[config.mk]
export PLATFORM = sky130hd
export DESIGN_NAME = circular_buffer_deque
export DESIGN_NICKNAME = d
export VERILOG_FILES = /design/src/hw/rtl/cdq_pkg.sv /design/src/hw/rtl/cdq_cell.sv /design/src/hw/rtl/circular_buffer_deque.sv
export SDC_FILE = /design/constraint.sdc
export NUM_CORES = 1
export LEC_CHECK = 0
export ABC_AREA = 1
export BUFFER_PORTS_ARGS = -buffer_cell sky130_fd_sc_hd__buf_4
export CAP_MARGIN = 20
export CORE_MARGIN = 4
export CORE_UTILIZATION = 32
export CTS_BUF_LIST = sky130_fd_sc_hd__clkbuf_8
export CTS_CLUSTER_DIAMETER = 120
export DETAILED_ROUTE_END_ITERATION = 8
export PLACE_DENSITY = 0.45
export SETUP_SLACK_MARGIN = 0.2
export SYNTH_ARGS = -nofsm -noshare
export SYNTH_HDL_FRONTEND = slang
export SYNTH_SLANG_ARGS = --single-unit
[constraint.sdc]
create_clock -name clk -period 2.6 [get_ports clk]
set_input_delay 0.52 -clock clk [delete_from_list [all_inputs] [get_ports clk]]
set_output_delay 0.52 -clock clk [all_outputs]
set_load 0.01 [all_outputs]
[src/hw/rtl/cdq_pkg.sv]
package cdq_pkg;

  // storage geometry
  localparam int DEPTH      = 16;
  localparam int DATA_WIDTH = 32;

  // fixed field widths of the stream payloads
  localparam int CMD_WIDTH    = 2;
  localparam int WORD_WIDTH   = 32;
  localparam int STATUS_WIDTH = 2;
  localparam int S_TDATA_WIDTH = 40;
  localparam int M_TDATA_WIDTH = 40;

  // command codes on the input stream
  localparam logic [CMD_WIDTH-1:0] CMD_PUSH_FRONT = 2'd0;
  localparam logic [CMD_WIDTH-1:0] CMD_PUSH_REAR  = 2'd1;
  localparam logic [CMD_WIDTH-1:0] CMD_POP_FRONT  = 2'd2;
  localparam logic [CMD_WIDTH-1:0] CMD_POP_REAR   = 2'd3;

  // status codes on the output stream
  localparam logic [STATUS_WIDTH-1:0] STATUS_DONE  = 2'd0;
  localparam logic [STATUS_WIDTH-1:0] STATUS_FULL  = 2'd1;
  localparam logic [STATUS_WIDTH-1:0] STATUS_EMPTY = 2'd2;

  // operation broadcast to every cell
  typedef enum logic [2:0] {
    OP_HOLD,
    OP_PUSH_FRONT,
    OP_PUSH_REAR,
    OP_POP_FRONT,
    OP_POP_REAR
  } op_t;

  typedef logic [DATA_WIDTH-1:0] word_t;

  // control broadcast from the top level to the cells
  typedef struct packed {
    op_t   op;
    word_t word;
  } ctrl_t;

  // what one cell shows its neighbors
  typedef struct packed {
    logic  valid;
    word_t word;
  } link_t;

endpackage

[src/hw/rtl/cdq_cell.sv]
module cdq_cell (
  input  logic           clk,
  input  logic           rst,
  input  cdq_pkg::ctrl_t ctrl,
  input  cdq_pkg::link_t left,
  input  cdq_pkg::link_t right,
  input  cdq_pkg::word_t tap_in,
  output cdq_pkg::link_t self,
  output cdq_pkg::word_t tap_out
);
  import cdq_pkg::*;

  logic  valid;
  logic  valid_next;
  word_t word;
  word_t word_next;
  logic  is_rear;

  // this cell holds the last element when the one to the right is empty
  assign is_rear = valid && !right.valid;

  // rear word travels toward the front along the row
  assign tap_out = tap_in | (is_rear ? word : '0);

  // valid flag above the stored word
  assign self = {valid, word};

  // per-cell update: shift, fill the first empty cell, or drop the last one
  always_comb begin
    valid_next = valid;
    word_next  = word;
    case (ctrl.op)
      OP_PUSH_FRONT: begin
        valid_next = left.valid;
        word_next  = left.word;
      end
      OP_PUSH_REAR: begin
        if (left.valid && !valid) begin
          valid_next = 1'b1;
          word_next  = ctrl.word;
        end
      end
      OP_POP_FRONT: begin
        valid_next = right.valid;
        word_next  = right.word;
      end
      OP_POP_REAR: begin
        valid_next = valid && right.valid;
      end
      default: begin
        valid_next = valid;
        word_next  = word;
      end
    endcase
  end

  always_ff @(posedge clk) begin
    if (rst) begin
      valid <= 1'b0;
    end else begin
      valid <= valid_next;
    end
  end

  always_ff @(posedge clk) begin
    word <= word_next;
  end

endmodule

[src/hw/rtl/circular_buffer_deque.sv]
// a result is registered and appears on the output stream in the cycle after its command is taken
// throughput: one command per cycle while the output side keeps up
// the contents sit in a row of cells that shift toward either end, so every
// command completes in the cycle in which it is taken
// reset (synchronous, active high) empties the queue and drops any pending result
module circular_buffer_deque (
  input  logic                              clk,
  input  logic                              rst,
  input  logic                              s_tvalid,
  output logic                              s_tready,
  // command[1:0], data_in[33:2], zero pad[39:34]
  input  logic [cdq_pkg::S_TDATA_WIDTH-1:0] s_tdata,
  output logic                              m_tvalid,
  input  logic                              m_tready,
  // data_out[31:0], status[33:32], is_full[34], is_empty[35], zero pad[39:36]
  output logic [cdq_pkg::M_TDATA_WIDTH-1:0] m_tdata
);
  import cdq_pkg::*;

  logic [CMD_WIDTH-1:0]    command;
  logic [WORD_WIDTH-1:0]   data_in;
  logic                    accept;
  logic                    full;
  logic                    empty;
  logic                    is_push;
  logic                    ok;
  ctrl_t                   ctrl;
  link_t                   links [DEPTH];
  word_t                   taps  [DEPTH];
  logic [WORD_WIDTH-1:0]   data_out_next;
  logic [STATUS_WIDTH-1:0] status_next;
  logic                    is_full_next;
  logic                    is_empty_next;
  logic [WORD_WIDTH-1:0]   data_out;
  logic [STATUS_WIDTH-1:0] status;
  logic                    is_full;
  logic                    is_empty;

  // unpack the input transaction
  assign command = s_tdata[CMD_WIDTH-1:0];
  assign data_in = s_tdata[CMD_WIDTH +: WORD_WIDTH];

  assign s_tready = !m_tvalid || m_tready;
  assign accept   = s_tvalid && s_tready;

  // occupancy is the thermometer of cell valid bits
  assign full    = links[DEPTH-1].valid;
  assign empty   = !links[0].valid;
  assign is_push = (command == CMD_PUSH_FRONT) || (command == CMD_PUSH_REAR);
  assign ok      = is_push ? !full : !empty;

  // operation for the cells, only on an accepted command that is not rejected
  always_comb begin
    ctrl.word = data_in[DATA_WIDTH-1:0];
    ctrl.op   = OP_HOLD;
    if (accept && ok) begin
      case (command)
        CMD_PUSH_FRONT: ctrl.op = OP_PUSH_FRONT;
        CMD_PUSH_REAR:  ctrl.op = OP_PUSH_REAR;
        CMD_POP_FRONT:  ctrl.op = OP_POP_FRONT;
        CMD_POP_REAR:   ctrl.op = OP_POP_REAR;
        default:        ctrl.op = OP_HOLD;
      endcase
    end
  end

  // row of cells, the front element in cell 0
  for (genvar i = 0; i < DEPTH; i++) begin : g_cell
    link_t left;
    link_t right;
    word_t tap_in;

    if (i == 0) begin : g_first
      assign left = {1'b1, ctrl.word};
    end else begin : g_inner_left
      assign left = links[i-1];
    end

    if (i == DEPTH-1) begin : g_last
      assign right  = '0;
      assign tap_in = '0;
    end else begin : g_inner_right
      assign right  = links[i+1];
      assign tap_in = taps[i+1];
    end

    cdq_cell u_cell (
      .clk     (clk),
      .rst     (rst),
      .ctrl    (ctrl),
      .left    (left),
      .right   (right),
      .tap_in  (tap_in),
      .self    (links[i]),
      .tap_out (taps[i])
    );
  end

  // result of the command as it stands after the step
  always_comb begin
    data_out_next = '0;
    status_next   = STATUS_DONE;
    is_full_next  = full;
    is_empty_next = empty;
    if (is_push) begin
      if (full) begin
        status_next = STATUS_FULL;
      end else begin
        is_empty_next = 1'b0;
        is_full_next  = links[DEPTH-2].valid;
      end
    end else begin
      if (empty) begin
        status_next = STATUS_EMPTY;
      end else begin
        is_full_next  = 1'b0;
        is_empty_next = !links[1].valid;
        if (command == CMD_POP_FRONT) begin
          data_out_next = WORD_WIDTH'(links[0].word);
        end else begin
          data_out_next = WORD_WIDTH'(taps[0]);
        end
      end
    end
  end

  // output register
  always_ff @(posedge clk) begin
    if (rst) begin
      m_tvalid <= 1'b0;
    end else if (s_tready) begin
      m_tvalid <= s_tvalid;
    end
  end

  always_ff @(posedge clk) begin
    if (accept) begin
      data_out <= data_out_next;
      status   <= status_next;
      is_full  <= is_full_next;
      is_empty <= is_empty_next;
    end
  end

  // pack the output transaction
  assign m_tdata = {4'b0000, is_empty, is_full, status, data_out};

endmodule
==> results.cfg <==
[global_route]
grt_pass1_vias = 23200
grt-ovfl-total = 0
grt_pass1_wl_um = 160000
grt_max_degree = 56
grt_usage_pct = 23.0
grt_antenna_before_repair = 1

[worst_hold_path]
min-delay-start = s_tdata[3]
min_path_type = in2reg
hold_end = g_cell[0].u_cell.word[1]
hold-path-cell-count = 3

[setup_path]
critPathTopFamily = buffers and inverters
regToRegStartpoint = g_cell[1].u_cell.valid
start_kind = flop
required_ps = 3190
crit_fanout = 19
crit_path_max_incr_delay_ps = 450
path_buf_inv = 3
critPathKind = reg2reg
crit_start = g_cell[1].u_cell.valid
worstPathArrival_ps = 2850
cp.depth = 10
rr_endpoint = data_out[31]
rr_worst_depth = 10
cp_cell_sequence = inv_1 > nor2_4 > buf_4 > nand2_1 > nand4_1 > nor3_1 > nand2_1 > nand2_1 > a21oi_1 > buf_4
r2r_setup_slack_ps = 330
slowest_stage = buf_4
endpoint_kind = flop
cp_common_cell = nand2_1

[drt]
ant_nets = 0
wl_um = 111000
via_per_inst = 5.68
detail_route.wl_per_cell_um = 26.3
drc = 0
dr_total_vias = 23900
first_pass_iters = 6
drtIter0Drc = 2424

[clock_network]
cts.sinks = 565
htree_levels = 3
clk_pin_slew_ps = 60
cts_tree = done
cts-root-buf = clkbuf_8
numCtsBuffers = 103
clockBufferDepth = 3
clk_latency_ps = 730

[logic_synthesis]
synth_top_area_share_pct = 57.3
synth_area_leaders = edfxtp_1 (57%), o221ai_1 (12%), nand2_1 (8.5%)
ys.flop_type = edfxtp_1
yosysWarnings = 0
synth_edf_count = 548
synthCells = 2801
ys_seq_area_share_pct = 58.5
ys_types = 35
syn_area_mm2 = 0.0287
yosysTopAreaCell = edfxtp_1
synthArstFlopShare_pct = 0
avgSynthCellArea_um2 = 10.2
ys_ff_latch = 565

[power]
p_sw_w = 0.00663
intPower_w = 0.0162
p_seq_share_pct = 47.5
finalPower_w = 0.0229
switching_share_pct = 29.0
p_comb_share_pct = 16.0
powerDensity_mw_per_mm2 = 666
ir_drop_uv = 288
p_clk_share_pct = 36.4
p_leak_nw = 13.6

[timing]
maxSlewViolCount = 0
setup_tns_ps = 0
relSlewSlack_pct = 52.2
fmax_mhz = 441
rsz0062_at_grt = no
worst-slew-pin-transition_ps = 716
whs_ps = 68.8
finalHoldViolCount = 0
finalSetupViolCount = 0
final.min_clock_period_ps = 2270
finalCritPeriodShare_pct = 87.1
fin_skew_ps = 34.0

[layout]
instances_no_fill = 4212
fin_nets = 3010
final_area_mm2 = 0.0343
drive_above_1_share_pct = 16.1
layout-area-overhead-vs-synth_pct = 19.6

[placement]
place_area_mm2 = 0.0323
numPortBuffers = 75
gp_congestion = 0.838
dp_hpwl_um = 68800
place_inst = 4019

[floorplanning]
io_pins = 86
floorplan.initialDensity_pct = 32.4
rows = 109
die-area_mm2 = 0.0946
die_w_um = 307
coreArea_mm2 = 0.0886
die_y_um = 307

[flow_run]
maxCapViolations = 0

[status]
status = finished clean
==> through the flow <==
stage	setup WS [ps]	utilization, %
finish	334	38.7
global route	296	38.7
CTS	238	38.7
detailed placement	-71.3	36.5
global placement	-16.5	36.5
floorplan	67.8	-
==> Yosys cell counts (5+ instances only) <==
cell,instances
edfxtp_1,548
buf_4,24
buf_2,121
o2111ai_1,35
o22ai_1,44
nand4_1,33
o21ai_1,25
nand3_1,26
buf_6,5
o211ai_1,93
ha_1,5
inv_1,475
inv_2,5
nor3_1,23
buf_1,7
a21oi_1,47
clkbuf_1,45
nor2_1,86
dfxtp_1,17
nand2_2,9
nor2_2,6
o21ai_0,47
o221ai_1,387
nand2_4,21
nand2_1,652
==> what timing repair did <==
| action | CTS | global route |
|---|---|---|
| hold endpoints to repair | 3 | 0 |
| hold buffers | 1 | 0 |
| gates resized for setup | 0 | 1 |
| setup buffers | 0 | 1 |
| endpoints found under the setup margin | 0 | 2 |
==> layout by cell type, fill, tap and decap left out, drive strengths merged <==
cell	n
o211ai	93
a31oi	1
o221ai	387
dfxtp	17
o22ai	44
nand3	29
ha	5
clkinvlp	17
o21ai	73
a22oi	2
diode	1
inv	496
nor3	23
nand4	33
clkinv	44
buf	255
and3	1
nand2	682
dlygate4sd3	1
clkbuf	108
o2111ai	35
a21oi	47
bufinv	5
conb	4
nor2	96
edfxtp	548
==> power by group through the flow <==
stage                     clock, W  combinational [W]  sequential [W]
after floorplan                  0            0.00192          0.0110
after global placement           0            0.00361          0.0110
after detailed placement         0            0.00364          0.0110
after CTS                  0.00856            0.00365          0.0109
after global routing       0.00902            0.00393          0.0109
final                      0.00833            0.00367          0.0109
==> how the worst max path moves through the flow <==
| stage | slack, ps | to |
|---|---|---|
| 2_1_floorplan | 70 | g_cell[6].u_cell.word[0] |
| 3_3_place_gp | -20 | g_cell[7].u_cell.word[25] |
| 3_5_place_dp | -70 | g_cell[12].u_cell.word[25] |
| 4_1_cts | 240 | data_out[31] |
| 5_1_grt | 300 | data_out[31] |
| 6_report | 330 | data_out[31] |
==> per-layer routing <==
layer / track usage (%) / up-vias / wire length (um)
li1: - / 10500 / -
met1: 32.3 / 12100 / 48400
met2: 37.0 / 1130 / 51000
met3: 2.88 / 213 / 7950
met4: 7.80 / 0 / 3440
met5: 0 / - / 0
==> final cells by class <==
type / instances / area (um^2)
Antenna cell: 1 / 2.50
Timing Repair Buffer: 256 / 3010
Tap cell: 1165 / 1460
Sequential cell: 565 / 16800
Clock buffer: 108 / 1490
Inverter: 480 / 1890
Clock inverter: 82 / 473
Fill cell: 8817 / 54300
Multi-Input combinational cell: 1555 / 9200
==> logic make-up after synthesis <==
kind of cell,count (synthesis),synth area share (%)
AND/OR/NAND/NOR,864,12.8
buffers and inverters,684,10.0
AO/OA/AOI/OAI,682,18.4
flip-flops,565,58.5
adder cells (fa/ha/maj),5,0.218
other,1,0.0131
==> registers in the layout, indices dropped and copies added (netlist names) <==
| name | flops |
|---|---|
| g_cell.u_cell.valid | 16 |
| g_cell.u_cell.word | 512 |
| is_full | 1 |
| m_tvalid | 1 |
| is_empty | 1 |
| status | 2 |
| data_out | 32 |
==> worst register-to-register path, cell delays in order (launching register included) <==
cell and delay (ps):
dfxtp_1 390, inv_1 120, nor2_4 180, buf_4 460, nand2_1 110, nand4_1 110
nor3_1 50, nand2_1 70, nand2_1 40, a21oi_1 370, buf_4 230
(Power assumes the default switching activity.)
